File: src/rtl/mcm_ram.sv
// Generic single-port-write, single-port-read RAM with registered read data.
module mcm_ram #(
    parameter int WIDTH = 48,
    parameter int DEPTH = 16
) (
    input  logic                     aclk,
    input  logic                     we,
    input  logic [$clog2(DEPTH)-1:0] waddr,
    input  logic [WIDTH-1:0]         wdata,
    input  logic [$clog2(DEPTH)-1:0] raddr,
    output logic [WIDTH-1:0]         rdata
);

    logic [WIDTH-1:0] mem [DEPTH];

    // write port and registered read port
    always_ff @(posedge aclk) begin
        if (we) begin
            mem[waddr] <= wdata;
        end
        rdata <= mem[raddr];
    end

endmodule

File: config.mk
export PLATFORM = sky130hd
export DESIGN_NAME = mcm_ram
export DESIGN_NICKNAME = d
export VERILOG_FILES = /design/src/rtl/mcm_ram.sv
export SDC_FILE = /design/constraint.sdc
export NUM_CORES = 1
export LEC_CHECK = 0
export BUFFER_PORTS_ARGS = -buffer_cell sky130_fd_sc_hd__buf_4
export CORE_UTILIZATION = 27
export CTS_CLUSTER_SIZE = 28
export DETAILED_ROUTE_END_ITERATION = 16
export GPL_TIMING_DRIVEN = 0
export PLACE_DENSITY = 0.45
export SLEW_MARGIN = 20
export SYNTH_ARGS = -nofsm -noshare
export SYNTH_HDL_FRONTEND = slang
export SYNTH_SLANG_ARGS = --single-unit
File: constraint.sdc
create_clock -name aclk -period 6.1 [get_ports aclk]
set_input_delay 0.61 -clock aclk [delete_from_list [all_inputs] [get_ports aclk]]
set_output_delay 0.61 -clock aclk [all_outputs]
set_load 0.05 [all_outputs]
==> impl_metrics.json <==
{
  "holdWs_ns": 0.272,
  "crit_path_frequent_cell": "clkbuf_1",
  "portBuffers": 103,
  "cts.reportedPaths.clkPinSlew_ns": 0.06,
  "avgSynthCellArea_um2": 23.9,
  "finalPower_mw": 12.1,
  "start_util_pct": 27.2,
  "grt_use_total_pct": 13.3,
  "hold_viol": 0,
  "setup_tns_ns": 0,
  "synthCells": 1242,
  "vias": 13700,
  "cts_tree": "yes",
  "cts_buffers": 90,
  "wirelength_um": 73400,
  "leakagePower_nw": 11.5,
  "powerDensity_nw_per_um2": 336,
  "antenna_found_initial": 7,
  "clk_latency_ns": 0.63,
  "regToRegSetupSlack_ns": 4.67,
  "fin_crit_sh_pct": 39.0,
  "hpwl_um": 47600,
  "critical_path_class": "in -> reg",
  "gp_congestion": 0.671,
  "syn_nets": 1300,
  "cp_cell_sequence": "clkbuf_1 > clkbuf_1 > mux4_2 > a22oi_1 > nand2_1",
  "path_delay_family": "buffers and inverters",
  "worstPathMaxFanout": 10,
  "avgViaCountPerCell": 4.59,
  "coreArea_um2": 109000,
  "grt_pass1_wl_um": 105000,
  "seqCellArea_um2": 24000,
  "cp_num_buf_inv": 2,
  "cp.required_ns": 6.57,
  "cpMaxStageDelayCell": "clkbuf_1",
  "post_cts.repair.setup_buffers": 0,
  "slowest_delay_ns": 0.83,
  "critPathLaunchType": "input pin",
  "worstMarginPinSlew_ns": 1.06,
  "cts_root_buf": "clkbuf_16",
  "wire_per_inst_um": 24.6,
  "finalSetupViolCount": 0,
  "num_rows": 121,
  "cts_resized": 0,
  "fill_cells": 10300,
  "run_status": "finished clean",
  "die_h_um": 334,
  "final_cells": 2991,
  "dp.cells": 2826,
  "cts.sinks": 816,
  "ys_ff_latch": 816,
  "route.detailed.drc": 0,
  "area_growth_pct": 21.7,
  "syn_area_um2": 29700,
  "ir_drop_v": 0.000165,
  "setup.worst_path.end_class": "flop",
  "first_iter_violations": 979,
  "grt_max_degree": 20,
  "drtPass1Iterations": 5,
  "period_minus_slack_ns": 2.38,
  "ant_nets": 0,
  "gr-total-overflow": 0,
  "max_freq_mhz": 421,
  "fin_nets": 1562,
  "multi_input_area_um2": 5470,
  "hold_buffers": 0,
  "clock_skew_ns": 0.0198,
  "ys_types": 17,
  "drv_cap": 0,
  "slew_viol_final": 0,
  "hp-class": "in -> reg",
  "relSlewSlack_pct": 29.2,
  "yosysWarnings": 0,
  "die_w_um": 334,
  "ys_seq_area_share_pct": 80.9,
  "dieArea_um2": 111000,
  "ios": 106,
  "drive_gt1_share_pct": 33.1,
  "grt_pass1_vias": 14700,
  "cp.arrival_ns": 2.84,
  "cts_max_path_buffers": 3,
  "htreeDepth": 3,
  "rsz0062_at_grt": "no"
}
[cells by family (layout without fill, tap and decap cells)]
| group | after synthesis | count (layout) | synth area share, % |
|---|---|---|---|
| AOI/OAI and AO/OA | 96 | 96 | 2.43 |
| buffers and inverters | 63 | 396 | 1.06 |
| DFF | 816 | 816 | 80.9 |
| muxes | 192 | 192 | 14.6 |
| other | 0 | 2 | 0 |
| and+or+nand+nor | 75 | 75 | 1.05 |
[Yosys cell counts]
cell type	count	area (µm²)
a22oi_1	96	721
and2_1	1	6.26
buf_1	9	33.8
buf_2	8	40.0
buf_4	18	135
clkbuf_1	28	105
dfxtp_1	48	961
edfxtp_1	768	23100
mux4_2	192	4320
nand2_1	49	184
nand2b_1	2	12.5
nand3_1	1	5.00
nand3b_1	2	15.0
nor2_1	13	48.8
nor2b_1	2	12.5
nor3_1	4	20.0
or3b_2	1	8.76
[sequential cells by signal, indices dropped and copies added, names as in the netlist]
name   flops
rdata     48
mem      768
[power breakdown]
group	internal, mW	switching [mW]
combinational	0.275	0.478
sequential	6.27	0.0356
clock	2.94	2.14
total	9.49	2.65
[placed cells by master (no fill, tap or decap), drive strengths merged]
master,synthesis,final
dfxtp,48,48
nand2b,2,2
nand3,1,1
clkinv,0,34
inv,0,1
clkbuf,28,148
nand2,49,49
nor3,4,4
mux4,192,192
or3b,1,1
clkinvlp,0,4
and2,1,1
bufinv,0,4
a22oi,96,96
nor2b,2,2
nor2,13,13
diode,0,2
nand3b,2,2
edfxtp,768,768
buf,35,205
[worst register-to-register path: stages (launching register included)]
cell,delay (ns)
edfxtp_1,0.38
mux4_2,0.46
a22oi_1,0.35
nand2_1,0.10
[per-layer routing]
layer	share of wire (%)	global-route usage, %	vias up
li1	-	-	5872
met1	45	18.3	7364
met3	5.7	3.07	118
met5	0.093	0	-
met4	2.1	3.34	12
met2	47	21.1	362
[area by class of cell]
| class | count | share of cell area [%] |
|---|---|---|
| clock buffers | 120 | 6.69 |
| plain buffers | 63 | 0.869 |
| well taps | 1414 | 4.90 |
| multi-input cells | 363 | 15.1 |
| flip-flops and latches | 816 | 66.5 |
| diodes | 2 | 0.0139 |
| clock inverters | 43 | 0.893 |
| repair buffers | 170 | 5.02 |
[through the flow]
| stage | util (%) | cell area [µm²] | worst slack [ns] |
|---|---|---|---|
| global placement | 29.6 | 32200 | -3.40 |
| CTS | 33.1 | 36100 | 3.71 |
| global route | 33.1 | 36100 | 3.68 |
| detailed placement | 30.6 | 33400 | 3.09 |
| floorplan | - | 29700 | 1.19 |
| finish | 33.1 | 36100 | 3.72 |
[worst paths after layout]
check | from | endpoint | cells past startpoint
worst max-delay path | raddr[1] | rdata[36]$_DFF_P_ | 5
worst min-delay path | wdata[29] | mem[14][29]$_DFFE_PP_ | 1
worst max register to register | mem[0][14]$_DFFE_PP_ | rdata[14]$_DFF_P_ | 3
worst min register to register | mem[12][47]$_DFFE_PP_ | rdata[47]$_DFF_P_ | 3
Power figures use the tool's default switching activity.
