[config.mk]
export PLATFORM = sky130hd
export DESIGN_NAME = mcm_mul
export DESIGN_NICKNAME = d
export VERILOG_FILES = /design/src/rtl/mcm_mul.sv
export SDC_FILE = /design/constraint.sdc
export NUM_CORES = 2
export LEC_CHECK = 0
export CAP_MARGIN = 0
export CORE_MARGIN = 2
export CORE_UTILIZATION = 55
export CTS_CLUSTER_SIZE = 10
export DETAILED_ROUTE_END_ITERATION = 16
export DONT_BUFFER_PORTS = 1
export PLACE_DENSITY = 0.74
export RECOVER_POWER = 25
export SYNTH_ARGS = -nofsm -noshare
export SYNTH_HDL_FRONTEND = slang
export SYNTH_SLANG_ARGS = --single-unit
[constraint.sdc]
create_clock -name aclk -period 11.07 [get_ports aclk]
set_clock_uncertainty 0.05 [all_clocks]
set_input_delay 1.107 -clock aclk [delete_from_list [all_inputs] [get_ports aclk]]
set_output_delay 1.107 -clock aclk [all_outputs]
set_load 0.05 [all_outputs]
[src/rtl/mcm_mul.sv]
// Iterative 64x64 to 128-bit multiplier built from one 32x32 multiplier.
module mcm_mul (
    input  logic         aclk,
    input  logic         aresetn,
    input  logic         start,
    input  logic [63:0]  a,
    input  logic [63:0]  b,
    output logic         done,
    output logic [127:0] prod
);

    logic         run_reg;
    logic [2:0]   cnt_reg;
    logic         done_reg;
    logic [63:0]  a_reg;
    logic [63:0]  b_reg;
    logic [63:0]  pp_reg;
    logic [1:0]   sh_reg;
    logic [127:0] acc_reg;
    logic [31:0]  a_part;
    logic [31:0]  b_part;
    logic [63:0]  pp_next;
    logic [127:0] addend;

    // pick the halves for this partial product
    always_comb begin
        case (cnt_reg[1:0])
            2'd0:    begin a_part = a_reg[31:0];  b_part = b_reg[31:0];  end
            2'd1:    begin a_part = a_reg[31:0];  b_part = b_reg[63:32]; end
            2'd2:    begin a_part = a_reg[63:32]; b_part = b_reg[31:0];  end
            default: begin a_part = a_reg[63:32]; b_part = b_reg[63:32]; end
        endcase
    end

    assign pp_next = a_part * b_part;

    // align the registered partial product
    always_comb begin
        case (sh_reg)
            2'd0:    addend = {64'd0, pp_reg};
            2'd1,
            2'd2:    addend = {32'd0, pp_reg, 32'd0};
            default: addend = {pp_reg, 64'd0};
        endcase
    end

    // control
    always_ff @(posedge aclk) begin
        if (!aresetn) begin
            run_reg  <= 1'b0;
            done_reg <= 1'b0;
            cnt_reg  <= 3'd0;
        end else begin
            done_reg <= 1'b0;
            if (start) begin
                run_reg <= 1'b1;
                cnt_reg <= 3'd0;
            end else if (run_reg) begin
                cnt_reg <= cnt_reg + 3'd1;
                if (cnt_reg == 3'd4) begin
                    run_reg  <= 1'b0;
                    done_reg <= 1'b1;
                end
            end
        end
    end

    // datapath: partial product registered, accumulated in the next cycle
    always_ff @(posedge aclk) begin
        if (start) begin
            a_reg   <= a;
            b_reg   <= b;
            acc_reg <= '0;
        end else if (run_reg) begin
            pp_reg <= pp_next;
            sh_reg <= cnt_reg[1:0];
            if (cnt_reg != 3'd0) begin
                acc_reg <= acc_reg + addend;
            end
        end
    end

    assign done = done_reg;
    assign prod = acc_reg;

endmodule

==> impl_metrics.json <==
{
  "status": "finished, final reports clean",
  "finalSetupTns_ps": 0,
  "dp.final_hpwl_um": 141000,
  "globalplace.congestion": 1.03,
  "worstSetupStartpointType": "register",
  "synth-edff-count": 194,
  "setup.worst_path.class": "register to register",
  "wl_per_cell_um": 25.0,
  "worst_path_max_stage_delay_ps": 730,
  "synthFlopType": "sky130_fd_sc_hd__edfxtp_1",
  "hold_path_class": "register to register",
  "initial_antenna_violation_count": 2,
  "post_synth_inst_count": 5925,
  "clk_latency_ps": 650,
  "root_buffer": "sky130_fd_sc_hd__clkbuf_16",
  "cts-root-to-sink-buffers": 3,
  "number_of_global_route_vias_before_repair": 43600,
  "synthArstFlopShare_pct": 0,
  "clock_sinks": 327,
  "period_share_pct": 93.6,
  "detail_route.iter0.violations": 3949,
  "post_drt_via_cell_ratio": 6.09,
  "total_of_flip_flops_plus_latches_after_synthesis": 327,
  "worst-endpoint-required_ps": 11420,
  "worst_setup_path_startpoint": "cnt_reg[0]",
  "io_buffers": 0,
  "final_max_slew_viol_count": 0,
  "synthesis.area_sq_um": 52400,
  "initial_core_util_pct": 55.3,
  "via_count": 42900,
  "row_count": 113,
  "hold_depth": 2,
  "worst-path-max-fanout": 13,
  "core-area_sq_um": 94700,
  "netlist.top_cell.by_area": "sky130_fd_sc_hd__fa_1",
  "most-common-layout-cells": "sky130_fd_sc_hd__inv_1, sky130_fd_sc_hd__fa_1, sky130_fd_sc_hd__nand2_1",
  "max_cap_viol_count": 0,
  "grt_first_pass_wirelength_um": 264000,
  "grt_start_max_net_pins": 213,
  "layout.nets": 7184,
  "ctsResizeCount": 0,
  "fillerInstances": 8322,
  "slowest_stage_cell_cp": "sky130_fd_sc_hd__mux2i_2",
  "grt_setup_unrepaired": "false",
  "tritoncts": "yes",
  "timing.reg2reg.worst_path_depth": 32,
  "die-area_sq_um": 97800,
  "area_growth_syn_to_layout_pct": 5.33,
  "worst-slew-pin-transition_ps": 1090,
  "clock.fmax_mhz": 96.5,
  "die_w_um": 313,
  "drtPass1Iterations": 6,
  "io_pins": 260,
  "most_frequent_standard_cell_in_the_layout_excluding_fill_and_tap_cells": "sky130_fd_sc_hd__inv_1",
  "largest_reg_flops": 128,
  "synthesis.yosys.warnings": 0,
  "drt-total-wl_um": 176000,
  "path_common_cell": "sky130_fd_sc_hd__fa_1",
  "remaining_design_rule_violation_count": 0,
  "drive_above_1_share_pct": 5.23,
  "cts_hold_buffers": 0,
  "cp-end-kind": "register",
  "die_h_um": 313,
  "timing.critical_path.arrival_ps": 10700,
  "timing.final.crit_period_ps": 10360,
  "min-delay-start": "cnt_reg[2]",
  "grtUsageTotal_pct": 36.1,
  "final_hold_viol_count": 0,
  "yosys.area.top_type_share_pct": 34.3,
  "finish.utilization_pct": 58.3,
  "yosys.cell_types.count": 71,
  "postSynthAreaPerCell_sq_um": 8.85,
  "cts_made_buffers": 43,
  "grt.overflow.total": 0,
  "setup_violations": 0,
  "synth_top_area_cells": "sky130_fd_sc_hd__fa_1, sky130_fd_sc_hd__edfxtp_1, sky130_fd_sc_hd__ha_1",
  "syn_nets": 7349,
  "r2r_start": "cnt_reg[0]",
  "postCtsSetupRepairBufs": 0,
  "route.antenna.remaining_nets": 0,
  "yosysSeqAreaShare_pct": 16.2,
  "slew-limit-headroom_pct": 25.7,
  "worst_setup_hold_path_clk_slew_ps": 60,
  "clock_tree.htree_level_count": 2
}
-- final timing paths --
kind,slack (ps),endpoint
setup / recovery,710,pp_reg[63]
hold / removal,420,done
hold reg to reg,420,done
setup reg to reg,710,pp_reg[63]
-- layer usage --
metal	global-route usage, %	part of all wire [%]
met1	44.7	37
met2	55.3	44
met3	11.4	12
met4	22.2	7.7
met5	0	0.0045
-- cells in the mapped netlist (all sizes together) (34+ instances only) --
library cell and instances:
inv 935, xor2 60, mux2i 67, nand4 76, nor2 710, nand3 37
o21bai 55, xnor2 117, edfxtp 194, mux2 63, a22o 68, nand2 810
o21ai 185, clkbuf 299, a21oi 330, ha 396, fa 897, nor3 34
dfxtp 133, a21o 115, and2 82
-- worst max-delay path: cells and delay by family (launching register included) --
family                     cells  cell delay (ps)
adders and majority gates     10             4810
AOI/OAI and AO/OA             11             2220
buffers and inverters          7              960
and+or+nand+nor                2              750
muxes                          1              730
DFF                            1              420
xor gates and xnor gates       1              120
-- kinds of logic (layout without fill, tap and decap cells) --
| group | count (synthesis) | after routing | share of synthesized area (%) |
|---|---|---|---|
| buf+inv | 1248 | 1111 | 8.95 |
| fa+ha+maj | 1293 | 1293 | 43.7 |
| compound gates | 908 | 908 | 11.0 |
| xor+xnor | 177 | 177 | 2.96 |
| simple gates | 1842 | 1842 | 14.6 |
| mux | 130 | 130 | 2.63 |
| other cells | 0 | 2 | 0 |
| flops | 327 | 327 | 16.2 |
-- stage by stage --
| stage | hold slack, ps | setup WS (ps) | cell area, sq um | std cells |
|---|---|---|---|---|
| after floorplan | 388 | 1280 | 52400 | 5925 |
| after global placement | 409 | 1120 | 53900 | 6980 |
| after detailed placement | 412 | 870 | 53900 | 6980 |
| after CTS | 418 | 897 | 55200 | 7053 |
| after global routing | 453 | 413 | 55200 | 7054 |
| final | 423 | 712 | 55200 | 7055 |
-- area by class of cell --
type | instances | area [sq um] | area share [%]
antenna | 2 | 5.00 | 0.00906
timing repair buffer | 103 | 798 | 1.45
sequential | 327 | 8490 | 15.4
clock inverter | 14 | 213 | 0.385
clock buffer | 59 | 1150 | 2.08
inverter | 935 | 3510 | 6.36
multi-input combinational | 4350 | 39500 | 71.5
tap | 1265 | 1580 | 2.87
Power is left out: the tool's default activity adds up to more than one toggle a clock period on the data nets, which glitch-free logic cannot reach.
