**src/rtl/mcm_sqrt.sv**
```systemverilog
// Digit-by-digit integer square root of a 128-bit value, one root bit per cycle.
module mcm_sqrt (
    input  logic         aclk,
    input  logic         aresetn,
    input  logic         start,
    input  logic [127:0] radicand,
    output logic         done,
    output logic [63:0]  root
);

    logic         run_reg;
    logic         done_reg;
    logic [5:0]   cnt_reg;
    logic [127:0] rad_reg;
    logic [65:0]  rem_reg;
    logic [63:0]  root_reg;
    logic [67:0]  rem_sh;
    logic [67:0]  trial;
    logic         fits;

    assign rem_sh = {rem_reg, rad_reg[127:126]};
    assign trial  = {2'b00, root_reg, 2'b01};
    assign fits   = rem_sh >= trial;

    // control
    always_ff @(posedge aclk) begin
        if (!aresetn) begin
            run_reg  <= 1'b0;
            done_reg <= 1'b0;
            cnt_reg  <= 6'd0;
        end else begin
            done_reg <= 1'b0;
            if (start) begin
                run_reg <= 1'b1;
                cnt_reg <= 6'd0;
            end else if (run_reg) begin
                cnt_reg <= cnt_reg + 6'd1;
                if (cnt_reg == 6'd63) begin
                    run_reg  <= 1'b0;
                    done_reg <= 1'b1;
                end
            end
        end
    end

    // bring down two bits, try the next root bit
    always_ff @(posedge aclk) begin
        if (start) begin
            rad_reg  <= radicand;
            rem_reg  <= '0;
            root_reg <= '0;
        end else if (run_reg) begin
            rad_reg <= {rad_reg[125:0], 2'b00};
            if (fits) begin
                rem_reg  <= 66'(rem_sh - trial);
                root_reg <= {root_reg[62:0], 1'b1};
            end else begin
                rem_reg  <= rem_sh[65:0];
                root_reg <= {root_reg[62:0], 1'b0};
            end
        end
    end

    assign done = done_reg;
    assign root = root_reg;

endmodule

```
**config.mk**
```make
export PLATFORM = sky130hd
export DESIGN_NAME = mcm_sqrt
export DESIGN_NICKNAME = d
export VERILOG_FILES = /design/src/rtl/mcm_sqrt.sv
export SDC_FILE = /design/constraint.sdc
export NUM_CORES = 1
export LEC_CHECK = 0
export BUFFER_PORTS_ARGS = -buffer_cell sky130_fd_sc_hd__buf_2
export CORE_ASPECT_RATIO = 0.5
export CORE_MARGIN = 1.5
export CORE_UTILIZATION = 50
export CTS_CLUSTER_DIAMETER = 150
export DETAILED_ROUTE_END_ITERATION = 10
export GPL_ROUTABILITY_DRIVEN = 1
export GPL_TIMING_DRIVEN = 1
export PLACE_DENSITY = 0.81
export SETUP_SLACK_MARGIN = 0.2
export SLEW_MARGIN = 0
export SYNTH_ARGS = -nofsm -noshare
export SYNTH_HDL_FRONTEND = slang
export SYNTH_SLANG_ARGS = --single-unit
```
**constraint.sdc**
```tcl
create_clock -name aclk -period 4.5 [get_ports aclk]
set_input_delay 0.45 -clock aclk [delete_from_list [all_inputs] [get_ports aclk]]
set_output_delay 0.45 -clock aclk [all_outputs]
set_load 0.005 [all_outputs]
```
==> flow_metrics.env <==
export IMPL_grt_pass1_wl_mm=56.3
export IMPL_seq_area_frac_synth_pct=43.8
export IMPL_dieArea_mm2=0.0313
export IMPL_cts_root_buffer="clkbuf_16"
export IMPL_initial_core_util_pct=51.4
export IMPL_synth_nets=1737
export IMPL_p_switching_uw=4490
export IMPL_drt_total_wl_mm=34.6
export IMPL_synth_warnings=0
export IMPL_antennaDiodeCount=0
export IMPL_arrival_ns=4.28
export IMPL_synth_most_common_cell="nor2_1"
export IMPL_skew_ns=0.0178
export IMPL_fmax_mhz=261
export IMPL_grt_max_degree=105
export IMPL_cts_sinks=266
export IMPL_p_comb_share_pct=51.9
export IMPL_synth_edff_count=128
export IMPL_ff_latch_area_mm2=0.00661
export IMPL_power_frac_seq_pct=28.2
export IMPL_post_route_period_util_pct=85.2
export IMPL_synthesis_area_mm2=0.0151
export IMPL_die_x_um=249
export IMPL_cap_violations=0
export IMPL_synth_async_sr_flop_share_pct=0
export IMPL_start_kind="register"
export IMPL_fin_util_pct=58.1
export IMPL_hold_ws_ns=0.140
export IMPL_gp_congestion=0.924
export IMPL_synthCells=1539
export IMPL_synth_top_cell_area_share_pct=25.5
export IMPL_clockBufferDepth=3
export IMPL_dr_pass1_iters=5
export IMPL_drc=0
export IMPL_core_mm2=0.0293
export IMPL_finalHoldViolations=0
export IMPL_ir_worst_vdd_mv=0.485
export IMPL_avgViaCountPerCell=5.61
export IMPL_setup_viol=0
export IMPL_synth_area_leaders="edfxtp_1 (25%), dfxtp_1 (18%), mux2_2 (9.4%)"
export IMPL_nNetsFinal=1868
export IMPL_numCtsBuffers=26
export IMPL_cts_tree="built"
export IMPL_p_int_uw=6420
export IMPL_relSlewSlack_pct=32.1
export IMPL_p_leak_uw=0.00708
export IMPL_synth_top_area_cell="edfxtp_1"
export IMPL_slew_violations=0
export IMPL_ant_nets=0
export IMPL_setup_tns_ns=0
export IMPL_clk_latency_ns=0.56
export IMPL_rsz0062_at_grt="false"
export IMPL_worstSetupEndpointType="register"
export IMPL_synth_ff_type="dfxtp_1"
export IMPL_crit_fanout=39
export IMPL_clkPwrFrac_pct=19.9
export IMPL_area_delta_synth_final_pct=13.1
export IMPL_grt_total_usage_pct=21.6
export IMPL_period_needed_ns=3.84
export IMPL_swShare_pct=41.1
export IMPL_yosys_top_cells_count="nor2_1 (202), dfxtp_1 (138), edfxtp_1 (128)"
export IMPL_stdcell_count=2079
export IMPL_antenna_found_initial=0
export IMPL_die_y_um=126
export IMPL_syn_avg_cell_area_um2=9.80
export IMPL_critical_path_class="reg2reg"
export IMPL_layout_drive_gt1_share_pct=22.5
export IMPL_power_density_mw_per_mm2=639
export IMPL_htree_levels=1
export IMPL_path_clk_slew_ns=0.06
export IMPL_min_path_type="in2reg"
export IMPL_io_pins=196
export IMPL_grt_pass1_vias=11200
export IMPL_holdBufCountCts=0
export IMPL_multi_input_area_mm2=0.00771
export IMPL_synth_cell_types=63
export IMPL_dp_hpwl_mm=24.2
export IMPL_grt_overflow=0
export IMPL_largest_reg_flops=128
export IMPL_row_count=44
export IMPL_tightestPinTransition_ns=1.02
export IMPL_fill_cells=2555
export IMPL_p_total_uw=10900
export IMPL_dp_cells=2033
export IMPL_vias=11700
export IMPL_cts_resized=0
export IMPL_cts_setup_buffers=0
export IMPL_crit_required_ns=4.94
export IMPL_status="completed"
export IMPL_avgRoutedWirePerCell_um=16.6
export IMPL_drt_initial_drc_count=841
export IMPL_io_buffers=195
export IMPL_ys_seq_elements=266
-- power groups by stage --
stage / combinational (uW) / sequential [uW] / clock, uW
4_1_cts: 5600 / 3080 / 2220
6_report: 5660 / 3080 / 2170
3_5_place_dp: 5570 / 3120 / 0
5_1_grt: 6270 / 3110 / 2320
2_1_floorplan: 4520 / 3050 / 0
3_3_place_gp: 5520 / 3110 / 0
-- per-layer routing --
layer | routed length (um) | GRT usage (%) | vias to the layer above
met3 | 1780 | 4.22 | 51
met2 | 16600 | 37.3 | 256
met4 | 569 | 3.97 | 0
met5 | 0 | 0 | -
met1 | 15600 | 28.7 | 5537
li1 | - | - | 5812
-- cell usage in the layout (no fill, tap or decap), drive strengths merged, types with 5 or more instances in the layout --
cell type  count
a21o          30
nand4         26
nor2         202
ha            67
nand3         14
a21oi        122
clkbuf        32
a211oi        61
o21ai         47
nand2b         5
xor2          26
o22ai          6
dfxtp        138
buf          204
o211ai        10
mux2i         89
xnor2         34
clkinv         9
edfxtp       128
a31oi         18
nand2         78
inv           89
and4           6
o21bai        17
and3           9
a21boi         7
mux2         130
nor2b         10
nor3          16
-- kinds of logic (layout without fill, tap and decap cells) --
| logic type | Yosys count | after routing | share of synthesized area (%) |
|---|---|---|---|
| XOR/XNOR | 60 | 60 | 3.48 |
| multiplexers | 219 | 219 | 15.6 |
| AO/OA/AOI/OAI | 355 | 355 | 15.2 |
| flip-flops | 266 | 266 | 43.8 |
| adder cells (fa/ha/maj) | 67 | 67 | 5.56 |
| buffers and inverters | 189 | 338 | 5.10 |
| AND/OR/NAND/NOR | 383 | 383 | 11.2 |
-- stage by stage --
stage,cell area [um2],worst slack [ns]
after global routing,17100,0.429
after CTS,17100,0.695
final,17100,0.664
after global placement,16200,0.819
after detailed placement,16200,0.705
after floorplan,15100,1.19
-- final cells by class --
type | count | share of cell area (%)
inverter | 88 | 1.94
clock buffer | 32 | 4.00
sequential | 266 | 38.7
clock inverter | 14 | 0.843
tap | 391 | 2.87
timing repair buffer | 204 | 6.40
multi-input combinational | 1084 | 45.2
-- final timing paths --
| kind | to | slack (ns) | from | depth (start not counted) |
|---|---|---|---|---|
| setup / recovery | rem_reg[53] | 0.66 | root[3] | 12 |
| hold reg to reg | done | 0.48 | cnt_reg[5] | 2 |
| setup reg to reg | rem_reg[53] | 0.66 | root[3] | 12 |
| hold / removal | run_reg | 0.14 | aresetn | 2 |
-- critical path, cell delays in order (launching register included) --
cell and delay [ns]:
dfxtp_1 0.36, inv_1 0.06, ha_1 0.35, a211oi_1 0.26, nor2_1 0.15, o311ai_1 0.63
a31oi_4 0.21, nand3_1 0.15, a31o_1 0.15, and3_4 0.55, or3b_1 0.48, a21oi_1 0.08
a211o_1 0.30
No activity file was read; power rests on OpenSTA's default activity.
